--- config.mk ---
export PLATFORM = sky130hd
export DESIGN_NAME = de_bruijn_pattern_generator
export DESIGN_NICKNAME = d
export VERILOG_FILES = /design/src/dbpg_pkg.sv /design/src/de_bruijn_pattern_generator.sv /design/src/dbpg_datapath.sv /design/src/dbpg_ctrl.sv
export SDC_FILE = /design/constraint.sdc
export NUM_CORES = 1
export LEC_CHECK = 0
export ABC_CLOCK_PERIOD_IN_PS = 5650
export BUFFER_PORTS_ARGS = -buffer_cell sky130_fd_sc_hd__buf_2
export CORE_MARGIN = 3
export CORE_UTILIZATION = 30
export DETAILED_ROUTE_END_ITERATION = 10
export GPL_TIMING_DRIVEN = 0
export PLACE_DENSITY = 0.52
export SYNTH_ARGS = -nofsm -noshare
export SYNTH_HDL_FRONTEND = slang
export SYNTH_SLANG_ARGS = --single-unit
--- constraint.sdc ---
create_clock -name clk -period 5.65 [get_ports clk]
set_input_delay 0.2825 -clock clk [delete_from_list [all_inputs] [get_ports clk]]
set_output_delay 0.2825 -clock clk [all_outputs]
set_load 0.05 [all_outputs]
--- src/dbpg_pkg.sv ---
// Shared types, constants and helpers for the de Bruijn pattern generator.
// No dependencies; imported by the controller, datapath and top level.
package dbpg_pkg;

  // Alphabet and symbol encoding
  localparam logic [6:0] SYM_BASE    = 7'd97;   // ASCII 'a'
  localparam logic [4:0] ALPHA_MAX   = 5'd26;
  localparam logic [4:0] ALPHA_RESET = 5'd26;
  localparam logic [3:0] ORDER_RESET = 4'd4;
  localparam int         MAX_ORDER_DEFAULT = 8;

  // Register map (index = paddr[2])
  localparam logic REG_ALPHA = 1'b0;
  localparam logic REG_ORDER = 1'b1;

  // Controller -> datapath commands
  typedef struct packed {
    logic restart;    // load active config, clear word state
    logic emit;       // produce the digit of this item
    logic ext;        // one step of periodic extension
    logic strip;      // one step of strip / increment
    logic load_out;   // move finished result into the output register
  } dbpg_cmd_t;

  // Datapath -> controller status
  typedef struct packed {
    logic word_end;   // emitted digit is the last of the current word
    logic in_tail;    // emitting the trailing 'a' symbols
    logic ext_done;   // extension reached the order
    logic len_zero;   // every digit stripped: no more words
    logic at_top;     // digit under the strip pointer is the top digit
    logic divides;    // working length divides the order
  } dbpg_sts_t;

  // True when len divides n (both at most 16)
  function automatic logic divides(input logic [4:0] n, input logic [4:0] len);
    logic       hit;
    logic [9:0] prod;
    hit = 1'b0;
    for (int m = 1; m <= 16; m++) begin
      prod = 10'(len) * 10'(m);
      if (prod == 10'(n)) hit = 1'b1;
    end
    return hit;
  endfunction

endpackage

--- src/de_bruijn_pattern_generator.sv ---
// Top level of the de Bruijn pattern generator: configuration registers,
// controller and datapath. Depends on dbpg_pkg, dbpg_ctrl, dbpg_datapath.
//
// Emits the lexicographically smallest de Bruijn sequence B(k, n), one ASCII
// letter per input transfer, with out_tlast on the final symbol; the sequence
// then restarts on its own. An input with restart set reloads alphabet_size
// and order (clamped to 1..26 and 1..MAX_ORDER) and starts over; register
// writes have no effect until then. One item is in flight at a time: an item
// is accepted, emitted and handed off to the output register, and at the end
// of each Lyndon word a word-stepping loop extends the word digit by digit,
// closes the extension, strips top digits one by one and then increments a
// digit or ends the words, with another pass while the new length does not
// divide the order. The next item is accepted while a result waits in the
// output register.
module de_bruijn_pattern_generator #(
  parameter int MAX_ORDER = dbpg_pkg::MAX_ORDER_DEFAULT
) (
  input  logic        clk,
  input  logic        rst_n,
  // input stream
  input  logic        in_tvalid,
  output logic        in_tready,
  input  logic [7:0]  in_tdata,     // [0] restart, [7:1] zero
  // result stream
  output logic        out_tvalid,
  input  logic        out_tready,
  output logic [7:0]  out_tdata,    // [6:0] symbol, [7] zero
  output logic        out_tlast,    // last symbol of the sequence
  // configuration
  input  logic        cfg_psel,
  input  logic        cfg_penable,
  input  logic        cfg_pwrite,
  input  logic [2:0]  cfg_paddr,
  input  logic [31:0] cfg_pwdata,
  output logic [31:0] cfg_prdata,
  output logic        cfg_pready
);
  import dbpg_pkg::*;

  logic [4:0] alpha_r;
  logic [3:0] order_r;
  logic       cfg_wr;
  dbpg_cmd_t  cmd;
  dbpg_sts_t  sts;
  logic [6:0] symbol;

  // Configuration registers
  assign cfg_pready = 1'b1;
  assign cfg_wr     = cfg_psel && cfg_penable && cfg_pwrite && cfg_pready;

  always_ff @(posedge clk) begin
    if (!rst_n) begin
      alpha_r <= ALPHA_RESET;
      order_r <= ORDER_RESET;
    end else if (cfg_wr) begin
      case (cfg_paddr[2])
        REG_ALPHA: alpha_r <= cfg_pwdata[4:0];
        REG_ORDER: order_r <= cfg_pwdata[3:0];
        default:   ;
      endcase
    end
  end

  always_comb begin
    case (cfg_paddr[2])
      REG_ALPHA: cfg_prdata = {27'd0, alpha_r};
      REG_ORDER: cfg_prdata = {28'd0, order_r};
      default:   cfg_prdata = 32'd0;
    endcase
  end

  dbpg_ctrl u_ctrl (
    .clk        (clk),
    .rst_n      (rst_n),
    .in_tvalid  (in_tvalid),
    .in_restart (in_tdata[0]),
    .in_tready  (in_tready),
    .out_tvalid (out_tvalid),
    .out_tready (out_tready),
    .sts        (sts),
    .cmd        (cmd)
  );

  dbpg_datapath #(
    .MAX_ORDER (MAX_ORDER)
  ) u_datapath (
    .clk        (clk),
    .rst_n      (rst_n),
    .cfg_alpha  (alpha_r),
    .cfg_order  (order_r),
    .cmd        (cmd),
    .sts        (sts),
    .out_symbol (symbol),
    .out_last   (out_tlast)
  );

  assign out_tdata = {1'b0, symbol};

endmodule

--- src/dbpg_datapath.sv ---
// Datapath of the de Bruijn pattern generator: word digit store, counters,
// active configuration and output register. Depends on dbpg_pkg.
module dbpg_datapath #(
  parameter int MAX_ORDER = dbpg_pkg::MAX_ORDER_DEFAULT
) (
  input  logic                 clk,
  input  logic                 rst_n,
  input  logic [4:0]           cfg_alpha,
  input  logic [3:0]           cfg_order,
  input  dbpg_pkg::dbpg_cmd_t  cmd,
  output dbpg_pkg::dbpg_sts_t  sts,
  output logic [6:0]           out_symbol,
  output logic                 out_last
);
  import dbpg_pkg::*;

  localparam int LW = $clog2(MAX_ORDER + 1);
  localparam int IW = (MAX_ORDER > 1) ? $clog2(MAX_ORDER) : 1;
  localparam logic [4:0] MAX5 = 5'(MAX_ORDER);
  localparam int ORDER_INIT = (int'(ORDER_RESET) > MAX_ORDER) ? MAX_ORDER
                                                              : int'(ORDER_RESET);

  logic [4:0]    digits_r [MAX_ORDER];
  logic [LW-1:0] word_len_r;
  logic [LW-1:0] pos_r;
  logic [LW-1:0] tail_r;
  logic          tail_phase_r;
  logic [4:0]    alpha_r;
  logic [LW-1:0] order_r;
  logic [LW-1:0] idx_r;
  logic [LW-1:0] len_r;
  logic [4:0]    res_digit_r;
  logic          res_last_r;
  logic [6:0]    out_symbol_r;
  logic          out_last_r;

  logic [LW-1:0] rd_addr;
  logic [4:0]    rd_data;
  logic [4:0]    top;
  logic [LW-1:0] pos_inc;
  logic [LW-1:0] tail_inc;
  logic          tail_fin;
  logic [4:0]    alpha_sat;
  logic [4:0]    order5;
  logic [LW-1:0] order_sat;

  // Single read port into the digit store
  always_comb begin
    if (cmd.ext)        rd_addr = idx_r - len_r;
    else if (cmd.strip) rd_addr = len_r - LW'(1);
    else                rd_addr = pos_r;
  end
  assign rd_data = digits_r[rd_addr[IW-1:0]];

  assign top      = alpha_r - 5'd1;
  assign pos_inc  = pos_r + LW'(1);
  assign tail_inc = tail_r + LW'(1);
  assign tail_fin = tail_inc >= (order_r - LW'(1));

  // Clamp configuration into the supported range
  assign order5 = {1'b0, cfg_order};
  always_comb begin
    if (cfg_alpha == 5'd0)          alpha_sat = 5'd1;
    else if (cfg_alpha > ALPHA_MAX) alpha_sat = ALPHA_MAX;
    else                            alpha_sat = cfg_alpha;
    if (order5 == 5'd0)             order_sat = LW'(1);
    else if (order5 > MAX5)         order_sat = LW'(MAX_ORDER);
    else                            order_sat = LW'(order5);
  end

  // Status to controller
  always_comb begin
    sts.word_end = pos_inc >= word_len_r;
    sts.in_tail  = tail_phase_r;
    sts.ext_done = idx_r >= order_r;
    sts.len_zero = len_r == '0;
    sts.at_top   = rd_data == top;
    sts.divides  = divides(5'(order_r), 5'(len_r));
  end

  // Word state and result registers
  always_ff @(posedge clk) begin
    if (!rst_n) begin
      alpha_r      <= ALPHA_RESET;
      order_r      <= LW'(ORDER_INIT);
      for (int j = 0; j < MAX_ORDER; j++) digits_r[j] <= 5'd0;
      word_len_r   <= LW'(1);
      pos_r        <= '0;
      tail_phase_r <= 1'b0;
      tail_r       <= '0;
      idx_r        <= '0;
      len_r        <= '0;
      res_digit_r  <= 5'd0;
      res_last_r   <= 1'b0;
    end else if (cmd.restart) begin
      alpha_r      <= alpha_sat;
      order_r      <= order_sat;
      for (int j = 0; j < MAX_ORDER; j++) digits_r[j] <= 5'd0;
      word_len_r   <= LW'(1);
      pos_r        <= '0;
      tail_phase_r <= 1'b0;
      tail_r       <= '0;
    end else if (cmd.emit) begin
      if (tail_phase_r) begin
        // trailing 'a' run
        res_digit_r <= 5'd0;
        res_last_r  <= tail_fin;
        tail_r      <= tail_inc;
        if (tail_fin) begin
          for (int j = 0; j < MAX_ORDER; j++) digits_r[j] <= 5'd0;
          word_len_r   <= LW'(1);
          pos_r        <= '0;
          tail_phase_r <= 1'b0;
          tail_r       <= '0;
        end
      end else begin
        res_digit_r <= rd_data;
        res_last_r  <= 1'b0;
        if (sts.word_end) begin
          pos_r <= '0;
          idx_r <= word_len_r;
          len_r <= word_len_r;
        end else begin
          pos_r <= pos_inc;
        end
      end
    end else if (cmd.ext) begin
      // periodic extension, one position per cycle
      if (!sts.ext_done) begin
        digits_r[idx_r[IW-1:0]] <= rd_data;
        idx_r <= idx_r + LW'(1);
      end else begin
        len_r <= order_r;
      end
    end else if (cmd.strip) begin
      if (sts.len_zero) begin
        word_len_r <= LW'(1);
        if (order_r <= LW'(1)) begin
          res_last_r <= 1'b1;
          for (int j = 0; j < MAX_ORDER; j++) digits_r[j] <= 5'd0;
          pos_r        <= '0;
          tail_phase_r <= 1'b0;
          tail_r       <= '0;
        end else begin
          tail_phase_r <= 1'b1;
          tail_r       <= '0;
        end
      end else if (sts.at_top) begin
        len_r <= len_r - LW'(1);
      end else begin
        digits_r[rd_addr[IW-1:0]] <= rd_data + 5'd1;
        if (sts.divides) word_len_r <= len_r;
        else             idx_r      <= len_r;
      end
    end
  end

  // Output register
  always_ff @(posedge clk) begin
    if (cmd.load_out) begin
      out_symbol_r <= SYM_BASE + {2'b00, res_digit_r};
      out_last_r   <= res_last_r;
    end
  end

  assign out_symbol = out_symbol_r;
  assign out_last   = out_last_r;

endmodule

--- src/dbpg_ctrl.sv ---
// Controller of the de Bruijn pattern generator: item sequencing, Lyndon
// word stepping and output valid. Depends on dbpg_pkg.
module dbpg_ctrl (
  input  logic                 clk,
  input  logic                 rst_n,
  input  logic                 in_tvalid,
  input  logic                 in_restart,
  output logic                 in_tready,
  output logic                 out_tvalid,
  input  logic                 out_tready,
  input  dbpg_pkg::dbpg_sts_t  sts,
  output dbpg_pkg::dbpg_cmd_t  cmd
);
  import dbpg_pkg::*;

  localparam logic [2:0] S_IDLE  = 3'd0;
  localparam logic [2:0] S_EMIT  = 3'd1;
  localparam logic [2:0] S_EXT   = 3'd2;
  localparam logic [2:0] S_STRIP = 3'd3;
  localparam logic [2:0] S_DONE  = 3'd4;

  logic [2:0] state_r, state_nxt;
  logic       out_valid_r, out_valid_nxt;
  logic       in_xfer;
  logic       out_free;

  assign in_tready = state_r == S_IDLE;
  assign in_xfer   = in_tvalid && in_tready;
  assign out_free  = !out_valid_r || out_tready;

  // Next state and commands
  always_comb begin
    state_nxt = state_r;
    cmd       = '0;
    case (state_r)
      S_IDLE: begin
        if (in_xfer) begin
          cmd.restart = in_restart;
          state_nxt   = S_EMIT;
        end
      end
      S_EMIT: begin
        cmd.emit = 1'b1;
        if (!sts.in_tail && sts.word_end) state_nxt = S_EXT;
        else                              state_nxt = S_DONE;
      end
      S_EXT: begin
        cmd.ext = 1'b1;
        if (sts.ext_done) state_nxt = S_STRIP;
      end
      S_STRIP: begin
        cmd.strip = 1'b1;
        if (sts.len_zero)                   state_nxt = S_DONE;
        else if (!sts.at_top && sts.divides) state_nxt = S_DONE;
        else if (!sts.at_top)                state_nxt = S_EXT;
      end
      S_DONE: begin
        if (out_free) begin
          cmd.load_out = 1'b1;
          state_nxt    = S_IDLE;
        end
      end
      default: state_nxt = S_IDLE;
    endcase
  end

  // Output valid: set on load, cleared on transfer
  assign out_valid_nxt = cmd.load_out || (out_valid_r && !out_tready);
  assign out_tvalid    = out_valid_r;

  always_ff @(posedge clk) begin
    if (!rst_n) begin
      state_r     <= S_IDLE;
      out_valid_r <= 1'b0;
    end else begin
      state_r     <= state_nxt;
      out_valid_r <= out_valid_nxt;
    end
  end

  // An accepted item always goes to the emit step next
  a_accept_emit: assert property (@(posedge clk) disable iff (!rst_n)
    in_xfer |=> state_r == S_EMIT)
    else $error("accepted item did not move to emit");

  // The output register is only loaded when it is free
  a_load_free: assert property (@(posedge clk) disable iff (!rst_n)
    cmd.load_out |-> out_free)
    else $error("output overwritten before transfer");

  // A result only appears after the done step
  a_valid_src: assert property (@(posedge clk) disable iff (!rst_n)
    $rose(out_valid_r) |-> $past(state_r) == S_DONE)
    else $error("output valid raised outside done step");

  // Only one command at a time
  a_one_cmd: assert property (@(posedge clk) disable iff (!rst_n)
    $onehot0({cmd.restart, cmd.emit, cmd.ext, cmd.strip, cmd.load_out}))
    else $error("conflicting datapath commands");

endmodule
==> flow_summary.ini, run 1 <==
[outcome]
status = finished clean

[synth]
synthTopCellsByArea = dfxtp_1, edfxtp_1, ha_1, nor2_1, nand2_1
synth_seq_cells = 97
synth_edf_count = 33
async_flop_share_pct = 0
synth_top_area_share_pct = 17.1
synth.distinct_cells = 81
ys_seq_area_share_pct = 30.3
synthMostInstantiatedCell = nor2_1
avgSynthCellArea_sq_um = 8.93
synth.largest_area_cell = dfxtp_1
syn_inst = 839
syn-cell-area_sq_um = 7500
synth_flop_cell = dfxtp_1
synth_common_cells = nor2_1, nand2_1, dfxtp_1
yosys_warnings = 0

[place]
pre_cts_slack_ps = 227
post-dp-hpwl_microns = 15700
portBuffers = 27
gp_congestion = 0.865

[drt]
vias = 6337
drtPass1Iterations = 5
ant_nets = 0
drt_iter0_markers = 543
avgViaCountPerCell = 5.14
routedWlPerCell_microns = 16.9
drc = 0
wirelength_microns = 20900

[final_layout]
multi_input_area_sq_um = 4720
layout-drive-gt1-share_pct = 13.6
diodes = 0
syn_to_final_growth_pct = 12.8
nets = 1025
regArea_sq_um = 2270
n_fill_cell = 2569

[power]
swShare_pct = 45.4
seqPwrFrac_pct = 26.7
power_density_nw_per_um2 = 382
ir_worst_vdd_mv = 0.183
clkPwrFrac_pct = 20.6
combPwrFrac_pct = 52.7
p_sw_w = 0.00146
internal_power_w = 0.00176
leakage_nw = 3.50

[clock_network]
clock_latency_ps = 360
htreeDepth = 3
cts_hold_buf = 0
cts_made_buffers = 9
cts.path.max_buffers = 2
cts_tree = yes
cts_root_buf = clkbuf_16
clk_pin_slew_ps = 80
cts_sinks = 97

[worst_hold_path]
min_to = alpha_r[4]
holdPathStages = 3
hold_path.class = input pin to flop
worstHoldStart = cfg_pwdata[4]

[timing]
finalSetupViolations = 0
report.final.slew_viol_count = 0
slew_headroom_pct = 38.5
period_share_pct = 92.3
rsz0062_at_grt = false
setup_ws_ps = 435
skew_ps = 12.5
timing.fmax_mhz = 192
finalHoldViolCount = 0
tightestPinTransition_ps = 922
finalCriticalPeriod_ps = 5220
fin_tns_setup_ps = 0

[die]
core_sq_um = 24500
initial_core_util_pct = 30.6
placementRows = 57
io_pins = 94
die_area_sq_um = 26900
die_w_microns = 164
die_height_microns = 164

[worst_setup_path]
r2r_start = u_datapath.len_r[0]
cp-end-kind = flop
arrival_ps = 5260
r2r_cells = 15
rrSetupSlack_ps = 430
r2r_end = u_datapath.digits_r[3][1]
critPathRequiredTime_ps = 5690
path_max_fanout = 10
path_class = flop to flop
worst_setup_path_start_kind = flop

[global_routing]
gr-total-overflow = 0
grt_use_total_pct = 15.7
grt_max_degree = 17
antenna_found_initial = 0
grt_pass1_vias = 5982
grt_pass1_wl_microns = 33600

[run]
maxCapViolCount = 0
==> what timing repair did <==
action / 4_1_cts / 5_1_grt
endpoints found under the setup margin: 0 / 33
gates resized for setup: 0 / 1
setup buffers: 0 / 0
==> critical path: stages, from the launching register on <==
cell and delay (ps):
dfxtp_1 590, buf_2 320, inv_1 120, ha_1 380, buf_2 220, and2_0 160
clkbuf_1 210, nor3_2 230, buf_4 210, nor2_1 100, a221oi_1 440, nor3_1 140
nor4b_4 640, a31oi_4 270, a22oi_1 550, nand2_1 300
==> routing by layer <==
metal	track usage [%]	vias up	share of wire [%]
li1	-	3128	-
met1	22.8	2996	49
met2	24.0	192	44
met3	3.03	21	5.7
met4	3.84	0	1.4
met5	0	-	0
==> area by class of cell <==
class	count	area share, %
plain buffers	72	5.45
clock buffers	11	3.00
clock inverters	5	0.710
inverters	38	1.69
multi-input cells	659	55.9
flip-flops and latches	97	26.9
well taps	324	4.80
repair buffers	27	1.60
==> worst max path at each step <==
stage | start | end | slack, ps | cells after the start
final | u_datapath.len_r[0] | u_datapath.digits_r[3][1] | 430 | 15
after global routing | u_datapath.len_r[0] | u_datapath.digits_r[2][4] | 130 | 15
after CTS | u_datapath.len_r[1] | u_datapath.digits_r[0][3] | 200 | 14
after detailed placement | u_datapath.len_r[1] | u_datapath.digits_r[0][2] | 230 | 14
after global placement | u_datapath.len_r[1] | u_datapath.digits_r[2][0] | 260 | 14
after floorplan | u_datapath.len_r[1] | u_datapath.digits_r[3][0] | 1530 | 13
==> registers in the layout, indices dropped and copies added, names as in the netlist <==
name	cells
u_ctrl.state_r	3
u_datapath.pos_r	4
order_r	4
u_datapath.res_digit_r	5
u_datapath.tail_r	4
u_datapath.out_symbol	7
u_ctrl.out_tvalid	1
u_datapath.order_r	4
u_datapath.tail_phase_r	1
u_datapath.res_last_r	1
u_datapath.len_r	4
u_datapath.digits_r	40
u_datapath.idx_r	4
u_datapath.word_len_r	4
u_datapath.alpha_r	5
alpha_r	5
u_datapath.out_last	1
==> layout by cell type, fill, tap and decap left out, types with 33 or more instances in the layout <==
cell	n
nor2_1	75
o21ai_0	35
buf_2	34
dfxtp_1	63
buf_4	34
inv_1	38
nand2_1	69
ha_1	59
edfxtp_1	33
a21oi_1	40
==> power groups by stage <==
stage	clock (W)	sequential, W	combinational, W
6_report	0.000665	0.000863	0.00170
5_1_grt	0.000705	0.000875	0.00187
4_1_cts	0.000684	0.000865	0.00168
3_5_place_dp	0	0.000880	0.00168
3_3_place_gp	0	0.000879	0.00167
2_1_floorplan	0	0.000858	0.00126
==> per-stage QoR <==
stage                     hold slack [ps]  util, %  std cells  total power, W  instance area, sq um
after floorplan                       408        -        866         0.00212                  7600
after global placement                450     33.3       1217         0.00255                  8140
after detailed placement              456     33.3       1217         0.00256                  8140
after CTS                             121     34.6       1233         0.00323                  8450
after global routing                  139     34.6       1233         0.00345                  8450
final                                 137     34.6       1233         0.00323                  8450
==> kinds of logic (layout without fill, tap and decap cells) <==
family | after synthesis | after routing | synth area share (%)
other | 2 | 29 | 0.100
muxes | 29 | 29 | 4.32
AOI/OAI and AO/OA | 200 | 200 | 18.9
and+or+nand+nor | 282 | 282 | 19.1
buffers and inverters | 110 | 153 | 8.05
xor gates and xnor gates | 48 | 48 | 6.16
adders and majority gates | 71 | 71 | 13.1
DFF | 97 | 97 | 30.3
No activity file was read; power rests on OpenSTA's default activity.
==> inputs of run 2 (changes only) <==
--- a/config.mk
+++ b/config.mk
@@ -12,6 +12,7 @@
 export DETAILED_ROUTE_END_ITERATION = 10
 export GPL_TIMING_DRIVEN = 0
 export PLACE_DENSITY = 0.52
+export RECOVER_POWER = 50
 export SYNTH_ARGS = -nofsm -noshare
 export SYNTH_HDL_FRONTEND = slang
 export SYNTH_SLANG_ARGS = --single-unit
==> run 2 against run 1 <==
Flip-flop and latch count stayed put. Core utilization fell by 0.14 points. Register-to-register slack worse by 20 ps. Maximum frequency is 0.41% lower. Clock skew up 1.9 ps. Count of clock-buffer cells in the layout unchanged. Non-clock buffer count did not move. Highest routed layer unchanged. Sequential power about the same. Largest cell class unchanged. Combinational power about the same.
==> flow_summary.ini, run 2 (synthesis results as in run 1) <==
[drt]
ant_nets = 0
avgViaCountPerCell = 5.14
drt_iter0_markers = 578
drtPass1Iterations = 5
drc = 0
routedWlPerCell_microns = 16.9
wirelength_microns = 20900
vias = 6342

[global_routing]
antenna_found_initial = 0
gr-total-overflow = 0
grt_max_degree = 17
grt_use_total_pct = 15.7
grt_pass1_vias = 5982
grt_pass1_wl_microns = 33600
gr-usage-met2_pct = 24.0
gr-usage-met1_pct = 22.8
met3_usage_pct = 3.03
busiest_layer = met2

[timing]
setup_ws_ps = 413
finalSetupViolations = 0
period_share_pct = 92.7
rsz0062_at_grt = false
skew_ps = 14.4
slew_headroom_pct = 36.5
tightestPinTransition_ps = 952
fin_tns_setup_ps = 0
report.final.slew_viol_count = 0
timing.fmax_mhz = 191
finalHoldViolCount = 0
finalCriticalPeriod_ps = 5240

[clock_network]
clock_latency_ps = 360
cts_hold_buf = 0
cts.path.max_buffers = 2
cts_root_buf = clkbuf_16
cts_made_buffers = 9
cts_tree = yes
cts_sinks = 97
htreeDepth = 3
clk_pin_slew_ps = 80

[power]
finalPower_w = 0.00322
ir_worst_vdd_mv = 0.185
power_density_nw_per_um2 = 383
leakage_nw = 3.45

[worst_setup_path]
critPathMaxStageDelay_ps = 640
critPathMostFrequentCell = buf_2
arrival_ps = 5280
path_class = flop to flop
critPathRequiredTime_ps = 5690
cp-end-kind = flop
slowest_stage = nor4b_4
cp_num_buf_inv = 5
path_max_fanout = 10
critPathTopFamily = simple AND/OR/NAND/NOR gates
cp_cell_sequence = buf_2, inv_1, ha_1, buf_2, and2_0, clkbuf_1, nor3_2, buf_4, nor2_1, a221oi_1, nor3_1, nor4b_4, a31oi_4, a22oi_1, nand2_1
worst_setup_path_start_kind = flop

[die]
io_pins = 94
core_sq_um = 24500
initial_core_util_pct = 30.6
placementRows = 57
die_w_microns = 164
die_area_sq_um = 26900
die_height_microns = 164

[final_layout]
nets = 1025
final_cell_mix = nor2_1, nand2_1, dfxtp_1
multi_input_area_sq_um = 4720
final_common_cell = nor2_1
layout-drive-gt1-share_pct = 11.4
largest_reg_flops = 40
registers.top_by_ff_count = u_datapath.digits_r
regArea_sq_um = 2270
diodes = 0
n_fill_cell = 2578
syn_to_final_growth_pct = 12.3

[place]
post-dp-hpwl_microns = 15700
portBuffers = 27
pre_cts_slack_ps = 227
gp_congestion = 0.865

[outcome]
status = finished clean

[run]
maxCapViolCount = 0

[worst_hold_path]
hold_path.class = input pin to flop
==> run 2: final timing paths <==
kind | start | end | slack (ps) | cells after the start
max reg2reg | u_datapath.len_r[0] | u_datapath.digits_r[3][1] | 410 | 15
max | u_datapath.len_r[0] | u_datapath.digits_r[3][1] | 410 | 15
min | cfg_pwdata[4] | alpha_r[4] | 130 | 3
min reg2reg | u_datapath.digits_r[5][0] | u_datapath.digits_r[5][0] | 460 | 2
==> run 2: stage by stage <==
step	instance area, sq um	hold slack (ps)	utilization (%)	cells
2_1_floorplan	7600	408	-	866
4_1_cts	8450	121	34.6	1233
5_1_grt	8420	139	34.4	1233
6_report	8420	135	34.4	1233
3_5_place_dp	8140	456	33.3	1217
3_3_place_gp	8140	450	33.3	1217
==> run 2: final cells by class <==
| type | instances | area share [%] |
|---|---|---|
| tap | 324 | 4.82 |
| clock inverter | 5 | 0.713 |
| buffer | 72 | 5.29 |
| timing repair buffer | 27 | 1.37 |
| multi-input combinational | 659 | 56.1 |
| clock buffer | 11 | 3.02 |
| sequential | 97 | 27.0 |
| inverter | 38 | 1.69 |
==> run 2: where the power goes <==
part / total (W) / internal [W] / switching [W]
sequential: 0.000863 / 0.000786 / 0.0000770
combinational: 0.00169 / 0.000595 / 0.00110
clock: 0.000666 / 0.000373 / 0.000293
==> run 2: repair_timing <==
action                                 CTS  global route
setup buffers                            0             0
endpoints found under the hold margin    0             0
setup endpoints to repair                0            33
gates resized for setup                  0             1
==> run 2: worst min-delay path, delay by kind of cell <==
kind | cells | cell delay (ps)
mux | 1 | 50
simple gates | 1 | 50
buf+inv | 1 | 70
==> run 2: routing by layer <==
metal	share of wire, %	vias up
li1	-	3135
met1	50	2994
met2	43	192
met3	5.6	21
met4	1.4	0
met5	0	-
